**src/design/sprite_slot_table_defines.svh**
```systemverilog
// ----------------------------------------------------------------------------
// sprite slot table assertion macros
// shared property templates, clocked on clk and disabled while rst_n is low
// ----------------------------------------------------------------------------
`ifndef SPRITE_SLOT_TABLE_DEFINES_SVH
`define SPRITE_SLOT_TABLE_DEFINES_SVH

// same-cycle implication
`define SST_ASSERT_NOW(lbl, ante, cons, msg) \
    lbl: assert property (@(posedge clk) disable iff (!rst_n) (ante) |-> (cons)) \
        else $error(msg);

// next-cycle implication
`define SST_ASSERT_NEXT(lbl, ante, cons, msg) \
    lbl: assert property (@(posedge clk) disable iff (!rst_n) (ante) |=> (cons)) \
        else $error(msg);

`endif

```
**src/design/sst_pkg.sv**
```systemverilog
// ----------------------------------------------------------------------------
// sst_pkg
// types, codes and default sizes for the sprite slot table
// ----------------------------------------------------------------------------
`default_nettype none

package sst_pkg;

    // default group sizes
    localparam int SST_ASTEROID_SLOTS     = 5;
    localparam int SST_BULLET_SLOTS       = 4;
    localparam int SST_ENEMY_BULLET_SLOTS = 3;

    // field widths
    localparam int COORD_W = 10;
    localparam int POS_W   = 2 * COORD_W;
    localparam int CMD_W   = 2;
    localparam int GRP_W   = 2;
    localparam int LIMIT_W = 3;
    localparam int SLOT_W  = 3;

    localparam logic [LIMIT_W-1:0] LIMIT_RESET = 3'd5;

    // command codes
    localparam logic [CMD_W-1:0] CMD_PLACE  = 2'd0;
    localparam logic [CMD_W-1:0] CMD_MOVE   = 2'd1;
    localparam logic [CMD_W-1:0] CMD_REMOVE = 2'd2;

    // group codes
    localparam logic [GRP_W-1:0] GRP_ASTEROID = 2'd0;
    localparam logic [GRP_W-1:0] GRP_BULLET   = 2'd1;
    localparam logic [GRP_W-1:0] GRP_ENEMY    = 2'd2;

    typedef logic [POS_W-1:0] pos_t;

    // packed position: y in the upper half, x in the lower half
    function automatic pos_t pack_pos(input logic [COORD_W-1:0] x,
                                      input logic [COORD_W-1:0] y);
        return {y, x};
    endfunction

endpackage

`default_nettype wire

```
**src/design/sprite_slot_table.sv**
```systemverilog
// ----------------------------------------------------------------------------
// sprite_slot_table
// slot table of sprite positions in three groups with place, move and remove
// ----------------------------------------------------------------------------
// channel  | dir | handshake         | content
// s_*      | in  | s_tvalid/s_tready | tuser: cmd, group; tdata: pos_x, pos_y,
//          |     |                   |   new_x, new_y
// m_*      | out | m_tvalid/m_tready | tuser: hit; tdata: slot
// cfg_*    | in  | cfg_valid/ready   | asteroid_limit
//
// the walk reads the position ram one slot per cycle over the slots searched in
// the item's group and stops at the first free or matching slot; an item with
// nothing to search skips the walk.
// reset clears all valid bits and sets the asteroid limit to 5.
// a new item is accepted while a result still waits on m_*.
// ----------------------------------------------------------------------------
`default_nettype none

`include "sprite_slot_table_defines.svh"

module sprite_slot_table
    import sst_pkg::*;
#(
    parameter int ASTEROID_SLOTS     = SST_ASTEROID_SLOTS,
    parameter int BULLET_SLOTS       = SST_BULLET_SLOTS,
    parameter int ENEMY_BULLET_SLOTS = SST_ENEMY_BULLET_SLOTS
) (
    input  wire logic               clk,
    input  wire logic               rst_n,
    input  wire logic               s_tvalid,
    output logic                    s_tready,
    input  wire logic [39:0]        s_tdata,   // pos_x, pos_y, new_x, new_y
    input  wire logic [3:0]         s_tuser,   // cmd, group
    output logic                    m_tvalid,
    input  wire logic               m_tready,
    output logic      [7:0]         m_tdata,   // slot, zero fill
    output logic      [0:0]         m_tuser,   // hit
    input  wire logic               cfg_valid,
    output logic                    cfg_ready,
    input  wire logic [LIMIT_W-1:0] cfg_data
);

    localparam int TOTAL_SLOTS = ASTEROID_SLOTS + BULLET_SLOTS + ENEMY_BULLET_SLOTS;
    localparam int MAX_A       = ASTEROID_SLOTS > BULLET_SLOTS ? ASTEROID_SLOTS
                                                                : BULLET_SLOTS;
    localparam int MAX_GRP     = MAX_A > ENEMY_BULLET_SLOTS ? MAX_A : ENEMY_BULLET_SLOTS;
    localparam int CNT_W       = $clog2(MAX_GRP + 1);
    localparam int ADDR_W      = $clog2(TOTAL_SLOTS);

    localparam logic [1:0] ST_IDLE = 2'd0;
    localparam logic [1:0] ST_SCAN = 2'd1;
    localparam logic [1:0] ST_FIN  = 2'd2;

    // input unpacking
    logic [CMD_W-1:0]   in_cmd;
    logic [GRP_W-1:0]   in_group;
    logic [COORD_W-1:0] in_pos_x, in_pos_y, in_new_x, in_new_y;

    assign in_cmd   = s_tuser[1:0];
    assign in_group = s_tuser[3:2];
    assign in_pos_x = s_tdata[9:0];
    assign in_pos_y = s_tdata[19:10];
    assign in_new_x = s_tdata[29:20];
    assign in_new_y = s_tdata[39:30];

    // registers
    logic [1:0]             state_reg, state_next;
    logic [LIMIT_W-1:0]     limit_reg;
    logic [TOTAL_SLOTS-1:0] slot_valid_reg, slot_valid_next;
    logic [CMD_W-1:0]       cmd_reg, cmd_next;
    pos_t                   oldp_reg, oldp_next;
    pos_t                   newp_reg, newp_next;
    logic [ADDR_W-1:0]      base_reg, base_next;
    logic [CNT_W-1:0]       cnt_reg, cnt_next;
    logic [CNT_W-1:0]       rd_idx_reg, rd_idx_next;
    logic                   p1_valid_reg, p1_valid_next;
    logic [CNT_W-1:0]       p1_idx_reg, p1_idx_next;
    logic                   res_hit_reg, res_hit_next;
    logic [SLOT_W-1:0]      res_slot_reg, res_slot_next;
    logic                   out_valid_reg, out_valid_next;
    logic                   out_hit_reg, out_hit_next;
    logic [SLOT_W-1:0]      out_slot_reg, out_slot_next;

    // ram interface
    logic              ram_we;
    logic [ADDR_W-1:0] ram_waddr;
    pos_t              ram_wdata;
    logic [ADDR_W-1:0] ram_raddr;
    pos_t              ram_rdata;

    // scan datapath
    logic              in_fire;
    logic              issue;
    logic [ADDR_W-1:0] cmp_addr;
    logic              entry_valid;
    logic              match;
    logic              last_idx;
    logic [CNT_W-1:0]  grp_count;
    logic [ADDR_W-1:0] grp_base;

    assign in_fire   = s_tvalid && s_tready;
    assign s_tready  = (state_reg == ST_IDLE);
    assign cfg_ready = 1'b1;

    assign m_tvalid = out_valid_reg;
    assign m_tuser  = out_hit_reg;
    assign m_tdata  = {{(8 - SLOT_W){1'b0}}, out_slot_reg};

    // group base and searched count of the incoming item
    always_comb
    begin
        grp_base  = '0;
        grp_count = '0;
        case (in_group)
            GRP_ASTEROID:
            begin
                grp_base  = '0;
                grp_count = (32'(limit_reg) > ASTEROID_SLOTS) ? CNT_W'(ASTEROID_SLOTS)
                                                                : CNT_W'(limit_reg);
            end
            GRP_BULLET:
            begin
                grp_base  = ADDR_W'(ASTEROID_SLOTS);
                grp_count = CNT_W'(BULLET_SLOTS);
            end
            GRP_ENEMY:
            begin
                grp_base  = ADDR_W'(ASTEROID_SLOTS + BULLET_SLOTS);
                grp_count = CNT_W'(ENEMY_BULLET_SLOTS);
            end
            default:
            begin
                grp_base  = '0;
                grp_count = '0;
            end
        endcase
        if (!(in_cmd inside {CMD_PLACE, CMD_MOVE, CMD_REMOVE}))
        begin
            grp_count = '0;
        end
    end

    // compare stage against the entry read on the previous cycle
    assign issue       = (state_reg == ST_SCAN) && (rd_idx_reg < cnt_reg);
    assign ram_raddr   = base_reg + ADDR_W'(rd_idx_reg);
    assign cmp_addr    = base_reg + ADDR_W'(p1_idx_reg);
    assign entry_valid = slot_valid_reg[cmp_addr];
    assign last_idx    = (p1_idx_reg == cnt_reg - CNT_W'(1));

    always_comb
    begin
        if (cmd_reg == CMD_PLACE)
        begin
            match = !entry_valid;
        end
        else
        begin
            match = entry_valid && (ram_rdata == oldp_reg);
        end
    end

    assign ram_we    = (state_reg == ST_SCAN) && p1_valid_reg && match &&
                       (cmd_reg != CMD_REMOVE);
    assign ram_waddr = cmp_addr;
    assign ram_wdata = (cmd_reg == CMD_PLACE) ? oldp_reg : newp_reg;

    // sequencer
    always_comb
    begin
        state_next      = state_reg;
        slot_valid_next = slot_valid_reg;
        cmd_next        = cmd_reg;
        oldp_next       = oldp_reg;
        newp_next       = newp_reg;
        base_next       = base_reg;
        cnt_next        = cnt_reg;
        rd_idx_next     = rd_idx_reg;
        p1_valid_next   = 1'b0;
        p1_idx_next     = p1_idx_reg;
        res_hit_next    = res_hit_reg;
        res_slot_next   = res_slot_reg;
        out_valid_next  = out_valid_reg;
        out_hit_next    = out_hit_reg;
        out_slot_next   = out_slot_reg;

        // result taken downstream
        if (out_valid_reg && m_tready)
        begin
            out_valid_next = 1'b0;
        end

        case (state_reg)
            ST_IDLE:
            begin
                if (in_fire)
                begin
                    cmd_next      = in_cmd;
                    oldp_next     = pack_pos(in_pos_x, in_pos_y);
                    newp_next     = pack_pos(in_new_x, in_new_y);
                    base_next     = grp_base;
                    cnt_next      = grp_count;
                    rd_idx_next   = '0;
                    res_hit_next  = 1'b0;
                    res_slot_next = '0;
                    state_next    = (grp_count == '0) ? ST_FIN : ST_SCAN;
                end
            end
            ST_SCAN:
            begin
                p1_valid_next = issue;
                p1_idx_next   = rd_idx_reg;
                if (issue)
                begin
                    rd_idx_next = rd_idx_reg + CNT_W'(1);
                end
                if (p1_valid_reg)
                begin
                    if (match)
                    begin
                        slot_valid_next[cmp_addr] = (cmd_reg != CMD_REMOVE);
                        res_hit_next  = 1'b1;
                        res_slot_next = SLOT_W'(p1_idx_reg);
                        p1_valid_next = 1'b0;
                        state_next    = ST_FIN;
                    end
                    else if (last_idx)
                    begin
                        p1_valid_next = 1'b0;
                        state_next    = ST_FIN;
                    end
                end
            end
            ST_FIN:
            begin
                if (!out_valid_reg || m_tready)
                begin
                    out_valid_next = 1'b1;
                    out_hit_next   = res_hit_reg;
                    out_slot_next  = res_slot_reg;
                    state_next     = ST_IDLE;
                end
            end
            default:
            begin
                state_next = ST_IDLE;
            end
        endcase
    end

    // control registers
    always_ff @(posedge clk or negedge rst_n)
    begin
        if (!rst_n)
        begin
            state_reg      <= ST_IDLE;
            slot_valid_reg <= '0;
            p1_valid_reg   <= 1'b0;
            out_valid_reg  <= 1'b0;
            limit_reg      <= LIMIT_RESET;
        end
        else
        begin
            state_reg      <= state_next;
            slot_valid_reg <= slot_valid_next;
            p1_valid_reg   <= p1_valid_next;
            out_valid_reg  <= out_valid_next;
            if (cfg_valid && cfg_ready)
            begin
                limit_reg <= cfg_data;
            end
        end
    end

    // payload registers
    always_ff @(posedge clk)
    begin
        cmd_reg      <= cmd_next;
        oldp_reg     <= oldp_next;
        newp_reg     <= newp_next;
        base_reg     <= base_next;
        cnt_reg      <= cnt_next;
        rd_idx_reg   <= rd_idx_next;
        p1_idx_reg   <= p1_idx_next;
        res_hit_reg  <= res_hit_next;
        res_slot_reg <= res_slot_next;
        out_hit_reg  <= out_hit_next;
        out_slot_reg <= out_slot_next;
    end

    // slot position memory
    sst_ram #(
        .WIDTH (POS_W),
        .DEPTH (TOTAL_SLOTS)
    ) u_pos_ram (
        .clk   (clk),
        .we    (ram_we),
        .waddr (ram_waddr),
        .wdata (ram_wdata),
        .raddr (ram_raddr),
        .rdata (ram_rdata)
    );

    // checks
    `SST_ASSERT_NOW(a_miss_slot_zero, out_valid_reg && !out_hit_reg, out_slot_reg == '0,
        "result without hit carries a nonzero slot")
    `SST_ASSERT_NEXT(a_place_sets_valid,
        ram_we && cmd_reg == CMD_PLACE, slot_valid_reg[$past(cmp_addr)],
        "placed slot not marked valid")
    `SST_ASSERT_NEXT(a_accept_leaves_idle, in_fire, state_reg != ST_IDLE,
        "accepted item did not start a search")

endmodule

`default_nettype wire

```
**src/design/sst_ram.sv**
```systemverilog
// ----------------------------------------------------------------------------
// sst_ram
// generic single-write, single-read ram with registered read data
// ----------------------------------------------------------------------------
`default_nettype none

module sst_ram #(
    parameter int WIDTH = 20,
    parameter int DEPTH = 12
) (
    input  wire logic                     clk,
    input  wire logic                     we,
    input  wire logic [$clog2(DEPTH)-1:0] waddr,
    input  wire logic [WIDTH-1:0]         wdata,
    input  wire logic [$clog2(DEPTH)-1:0] raddr,
    output logic      [WIDTH-1:0]         rdata
);

    logic [WIDTH-1:0] mem [DEPTH];

    // write port
    always_ff @(posedge clk)
    begin
        if (we)
        begin
            mem[waddr] <= wdata;
        end
    end

    // registered read port
    always_ff @(posedge clk)
    begin
        rdata <= mem[raddr];
    end

endmodule

`default_nettype wire

```
**config.mk**
```make
export PLATFORM = sky130hd
export DESIGN_NAME = sprite_slot_table
export DESIGN_NICKNAME = d
export VERILOG_FILES = /design/src/design/sst_pkg.sv /design/src/design/sprite_slot_table.sv /design/src/design/sst_ram.sv
export VERILOG_INCLUDE_DIRS = /design/src /design/src/design
export SDC_FILE = /design/constraint.sdc
export NUM_CORES = 1
export LEC_CHECK = 0
export BUFFER_PORTS_ARGS = -buffer_cell sky130_fd_sc_hd__buf_2
export CAP_MARGIN = 20
export CORE_MARGIN = 2
export CORE_UTILIZATION = 30
export CTS_CLUSTER_DIAMETER = 80
export DETAILED_ROUTE_END_ITERATION = 10
export PLACE_DENSITY = 0.47
export SLEW_MARGIN = 30
export SYNTH_ARGS = -nofsm -noshare
export SYNTH_HDL_FRONTEND = slang
export SYNTH_SLANG_ARGS = --single-unit
```
**constraint.sdc**
```tcl
create_clock -name clk -period 11.36 [get_ports clk]
set_clock_uncertainty 0.2 [all_clocks]
set_input_delay 0.568 -clock clk [delete_from_list [all_inputs] [get_ports clk]]
set_output_delay 0.568 -clock clk [all_outputs]
set_load 0.05 [all_outputs]
```
# --- After elaboration in Yosys (flattened, before gate mapping) ---
# Memories as Yosys holds them, arrays and structs flattened. A register that Yosys moved wholly into a read port is not among the register bits.
# Index checks and enable logic that the tools add are counted.
op_classes:
  mux: 37
  n_reduce_logical: 24
  magnitude_cmp: 4
  add_sub_neg: 4
  eq_ne: 15
ops:
  columns: ["cell", "n"]
  rows:
  - ["== test 20 bit", 1]
  - ["2-to-1 mux 20 bit", 1]
  - ["2-to-1 mux 3 bit", 6]
  - ["2-to-1 mux 1 bit", 15]
  - ["bitwise mux 12 bit", 1]
  - ["2-to-1 mux 2 bit", 6]
  - ["case mux 3 bit (2 select lines)", 2]
  - ["inequality test 2 bit, second input constant", 5]
  - ["case mux 3 bit (3 select lines)", 1]
  - ["adder 4 x 3 -> 4 bit", 2]
  - ["logical AND 1 bit", 8]
  - ["logical NOT 2 bit", 4]
  - ["case mux 4 bit (2 select lines)", 1]
  - ["AND reduction 4 bit", 2]
  - ["== test 2 x 1 -> 1 bit, second input constant", 3]
  - ["== test 2 bit, second input constant", 3]
  - ["case mux 2 bit (3 select lines)", 1]
  - ["AND reduction 3 bit", 2]
  - ["less-than comparator 4 x 5 -> 1 bit, second input constant", 1]
  - ["binary-select mux 1 bit (select 4 bit)", 1]
  - ["demux 1 bit (select 4 bit)", 1]
  - [">= comparator 4 x 1 -> 1 bit, second input constant", 1]
  - ["AND reduction 2 bit", 2]
  - ["adder 3 x 1 -> 3 bit, second input constant", 1]
  - ["12 further kinds", 13]
totals:
  in_bits: 52
  output_inout_bits: 12
  mem_count: 1
  ram_bits: 240
  ff_bits: 82
memory_table:
  columns: ["name", "words", "width", "read_ports", "rd_clocked_by_memory_dff", "wr", "line", "text"]
  rows:
  - ["u_pos_ram.mem", 12, 20, 1, 1, 1, "sst_ram.sv:19", "logic [WIDTH-1:0] mem [DEPTH];"]

# --- Longest topological paths before layout ---
depth:
  word_depth: 9
  depth_mapped: 10
  depth_no_buf: 8

# --- By module ---
# A second synthesis with hierarchy kept.
unflattened:
  hier_cells: 708
  hier_area_um2: 13462.9
by_module_without_submodules:
  columns: ["module", "instances", "seq_area_each_um2", "cells_per_inst", "area_each_um2"]
  rows:
  - ["sst_ram", 1, 7607.3, 423, 9492.9]
  - ["sprite_slot_table", 1, 2339.7, 285, 3970.1]

# --- Worst setup path before layout ---
# OpenSTA, ideal clock, no wires.
synth_path:
  kind: "flip-flop to flip-flop"
  start: "register p1_idx_reg[0]"
  end: "memory u_pos_ram.mem[1][0], enable pin"
  synth_period_minus_slack_ns: 4.914
  path_stages_with_launch: 11
  t_arrival_ns: 4.266
  setup_slack_ns: 6.446
  n_path_buf: 2
  path_cell_list: "edfxtp_1 -> ha_1 -> ha_1 -> clkbuf_1 -> mux4_2 -> mux2i_4 -> nor2_4 -> nor3_4 -> a21oi_2 -> buf_4 -> nor4_1"
synth_between:
  elab_chain_len: 9
synth_rtl:
  columns: ["element", "line", "text"]
  rows:
  - ["from (decl)", "sprite_slot_table.sv:77", "logic [CNT_W-1:0] p1_idx_reg, p1_idx_next;"]
  - ["from (signal assigned)", "sprite_slot_table.sv:283", "p1_idx_reg <= p1_idx_next;"]
  - ["adder 4 x 3 -> 4 bit (*)", "sprite_slot_table.sv:146", "assign cmp_addr = base_reg + ADDR_W'(p1_idx_reg);"]
  - ["binary-select mux 1 bit (select 4 bit)", "sprite_slot_table.sv:147", "assign entry_valid = slot_valid_reg[cmp_addr];"]
  - ["2-to-1 mux 1 bit (implied by the code)", "sprite_slot_table.sv:147", null]
  - ["logical AND 1 bit or logical NOT 1 bit (tied branches)", "sprite_slot_table.sv:158, sprite_slot_table.sv:154", null]
  - ["2-to-1 mux 1 bit", "sprite_slot_table.sv:152", "if (cmd_reg == CMD_PLACE)"]
  - ["logical AND 1 bit (2 in a row)", "sprite_slot_table.sv:162", "assign ram_we = (state_reg == ST_SCAN) && p1_valid_reg && match &&"]
  - ["2-to-1 mux 1 bit", "sst_ram.sv:24", "if (we)"]
  - ["2-to-1 mux 1 bit (implied by the code)", "sst_ram.sv:26", "mem[waddr] <= wdata;"]
  - ["to (decl)", "sst_ram.sv:19", null]
# Every way passes the cells marked *; elsewhere a longest branch is shown, timed or not. The select of a mux whose other input is x is not followed.

# --- Worst setup path in the final report ---
layout_path:
  start: "register oldp_reg[12]"
  end: "memory u_pos_ram.mem[2][18], enable pin"
layout_between:
  elab_chain_len: 7
layout_rtl:
  columns: ["element", "line", "text"]
  rows:
  - ["from (decl)", "sprite_slot_table.sv:71", "pos_t oldp_reg, oldp_next;"]
  - ["from (signal assigned)", "sprite_slot_table.sv:278", "oldp_reg <= oldp_next;"]
  - ["== test 20 bit", "sprite_slot_table.sv:158", "match = entry_valid && (ram_rdata == oldp_reg);"]
  - ["logical AND 1 bit", "sprite_slot_table.sv:158", null]
  - ["2-to-1 mux 1 bit", "sprite_slot_table.sv:152", null]
  - ["logical AND 1 bit (2 in a row)", "sprite_slot_table.sv:162", null]
  - ["2-to-1 mux 1 bit", "sst_ram.sv:24", null]
  - ["2-to-1 mux 1 bit (implied by the code)", "sst_ram.sv:26", null]
# Every way passes these cells.

==> results.json <==
{
  "status": "finished clean",
  "antenna_cells": 0,
  "final_max_slew_viol_count": 0,
  "worstReg2RegEnd": "u_pos_ram.mem[2][18]",
  "post_cts_buffers": 0,
  "yosysWarnings": 0,
  "synthDominantCellAreaShare": 0.662,
  "cts_max_level": 2,
  "cts_tree": "yes",
  "grt_pass1_vias": 7375,
  "yosys-top-cells-count": "edfxtp_1 (302), nand2_1 (92), mux4_2 (63), o21ai_0 (27), xnor2_1 (24)",
  "fin_util": 0.366,
  "rsz0062_at_grt": "false",
  "die_x_um": 218,
  "p_per_area_mw_per_mm2": 262,
  "dpl.hpwl_mm": 20.8,
  "syn2layout_area_growth_pct": 20.6,
  "fin_crit_sh": 0.348,
  "path_clk_slew_ps": 60,
  "cts_sinks": 341,
  "overflow": 0,
  "antenna_left": 0,
  "antenna_found_initial": 0,
  "yosys-top-cells-area": "edfxtp_1 (66%), mux4_2 (10%), dfrtp_1 (3.1%)",
  "required_ps": 11370,
  "finalSetupViolCount": 0,
  "ys_seq_area_frac": 0.726,
  "pin_count": 64,
  "yosysTopAreaCell": "edfxtp_1",
  "synth_cell_type_count": 58,
  "synth.avg_cell_area_um2": 17.7,
  "die_y_um": 218,
  "tns_ps": 0,
  "peakVddDrop_mv": 0.127,
  "min_from": "cfg_valid",
  "vias_per_cell": 4.64,
  "top_register": "u_pos_ram.mem",
  "ys_seq_elements": 341,
  "largest_register_ffs": 240,
  "cts_max_path_buffers": 3,
  "die_area_mm2": 0.0474,
  "rr_worst_depth": 8,
  "synthArstFlopShare": 0.0557,
  "nNetsFinal": 961,
  "synthCells": 774,
  "vias": 7084,
  "initial_core_util": 0.303,
  "critPathKind": "reg -> reg",
  "holdPathStages": 2,
  "report.final.hold_viol_count": 0,
  "regArea_mm2": 0.00995,
  "critPathArrivalTime_ps": 3970,
  "min_path_type": "in -> reg",
  "multi_input_area_mm2": 0.00365,
  "startpoint_type": "flop",
  "port_buffers": 57,
  "gp_congestion": 0.785,
  "leakage_nw": 5.62,
  "max_freq_mhz": 253,
  "syn_area_mm2": 0.0137,
  "critPathMaxFanout": 20,
  "synth_edf_count": 302,
  "max-cap-violations": 0,
  "nFillCells": 4220,
  "yosysMostFrequentCell": "edfxtp_1",
  "grt_usage": 0.141,
  "ys.flop_type": "edfxtp_1",
  "drc": 0,
  "ctsResizeCount": 0,
  "min_period_ps": 3960,
  "worst_slew_pin_slew_ps": 986,
  "ff2ff_setup_slack_ps": 7400,
  "numCtsBuffers": 39,
  "critPathCaptureType": "flop",
  "drt-total-wl_mm": 32.2,
  "min_to": "limit_reg[2]",
  "drive_gt1_frac": 0.253,
  "coreArea_mm2": 0.0452,
  "wl_per_cell_um": 21.1,
  "cts_root_buf": "clkbuf_16",
  "drt_iter0_drc": 553,
  "rows": 78,
  "total_power_mw": 4.34,
  "max_slew_margin": 0.337,
  "grt_max_degree": 61,
  "firstDrtPassIters": 5,
  "grt_pass1_wl_mm": 48.5,
  "worst_skew_pair.late_latency_ps": 550,
  "reg2reg_from": "oldp_reg[12]"
}
final cells by class:
class	count	area share
Timing Repair Buffer	118	0.0525
Multi-Input combinational cell	386	0.221
Inverter	10	0.00227
Clock inverter	17	0.0108
Clock buffer	54	0.0662
Tap cell	600	0.0454
Sequential cell	341	0.602
cell families (layout without fill, tap and decap cells):
logic type,Yosys count,count (layout),synth area share
other,2,6,0.000548
adders and majority gates,13,13,0.0119
buffers and inverters,51,199,0.0172
muxes,100,100,0.133
AOI/OAI and AO/OA,60,60,0.0279
DFF,341,341,0.726
and+or+nand+nor,175,175,0.0614
xor gates and xnor gates,32,32,0.0224
metal layers:
metal  track usage  vias to the layer above  routed length, um
met4        0.0347                        0                508
met2         0.220                      167              15100
li1              -                     3257                  -
met3        0.0342                       43               1820
met1         0.199                     3617              14800
met5             0                        -                  0
cells in the final DEF, fill, tap and decap left out, types with 11 or more instances in the layout:
| master | Yosys | final |
|---|---|---|
| nor2_1 | 14 | 13 |
| buf_4 | 8 | 18 |
| edfxtp_1 | 302 | 302 |
| mux2_1 | 12 | 12 |
| nand2_1 | 92 | 92 |
| buf_2 | 5 | 57 |
| dfrtp_1 | 17 | 17 |
| ha_1 | 13 | 11 |
| o21ai_0 | 27 | 26 |
| mux2i_1 | 21 | 21 |
| xnor2_1 | 24 | 23 |
| clkbuf_16 | 0 | 40 |
| dlygate4sd3_1 | 0 | 42 |
| dfxtp_1 | 20 | 20 |
| mux4_2 | 63 | 63 |
critical path, cell delays in order, from the launching register on:
cell	delay, ps
edfxtp_1	490
xnor2_1	460
nand4_1	200
nor4_2	880
and2_1	410
a21oi_2	90
buf_4	230
nor4_2	270
buf_4	350
worst max path at each step:
| stage | startpoint | to | slack, ps | cells after the start |
|---|---|---|---|---|
| final | oldp_reg[12] | u_pos_ram.mem[2][18] | 7400 | 8 |
| after global routing | p1_idx_reg[2] | u_pos_ram.mem[2][18] | 7210 | 9 |
| after CTS | oldp_reg[12] | u_pos_ram.mem[2][18] | 7320 | 8 |
| after detailed placement | oldp_reg[12] | u_pos_ram.mem[2][2] | 7370 | 8 |
| after global placement | oldp_reg[12] | u_pos_ram.mem[3][2] | 7330 | 8 |
| after floorplan | p1_idx_reg[0] | u_pos_ram.mem[1][0] | 6450 | 10 |
per-stage QoR:
stage	hold WS, ps	area [um^2]	setup WS (ps)	cells
finish	28.6	16500	7400	1526
global route	3.02	16500	7210	1526
CTS	1.40	16500	7320	1526
detailed placement	219	14800	7370	1413
global placement	212	14800	7330	1412
floorplan	72.4	13700	6450	778
report_power, final:
group | internal [mW] | switching [mW] | total [mW]
logic | 0.569 | 0.863 | 1.43
clock network | 0.744 | 0.496 | 1.24
registers | 1.59 | 0.0733 | 1.66
timing repair:
item                                    in CTS  in global routing
endpoints found under the setup margin       0                  0
hold buffers                                42                  0
hold endpoints to repair                    58                  0
No activity file was read; power rests on OpenSTA's default activity.
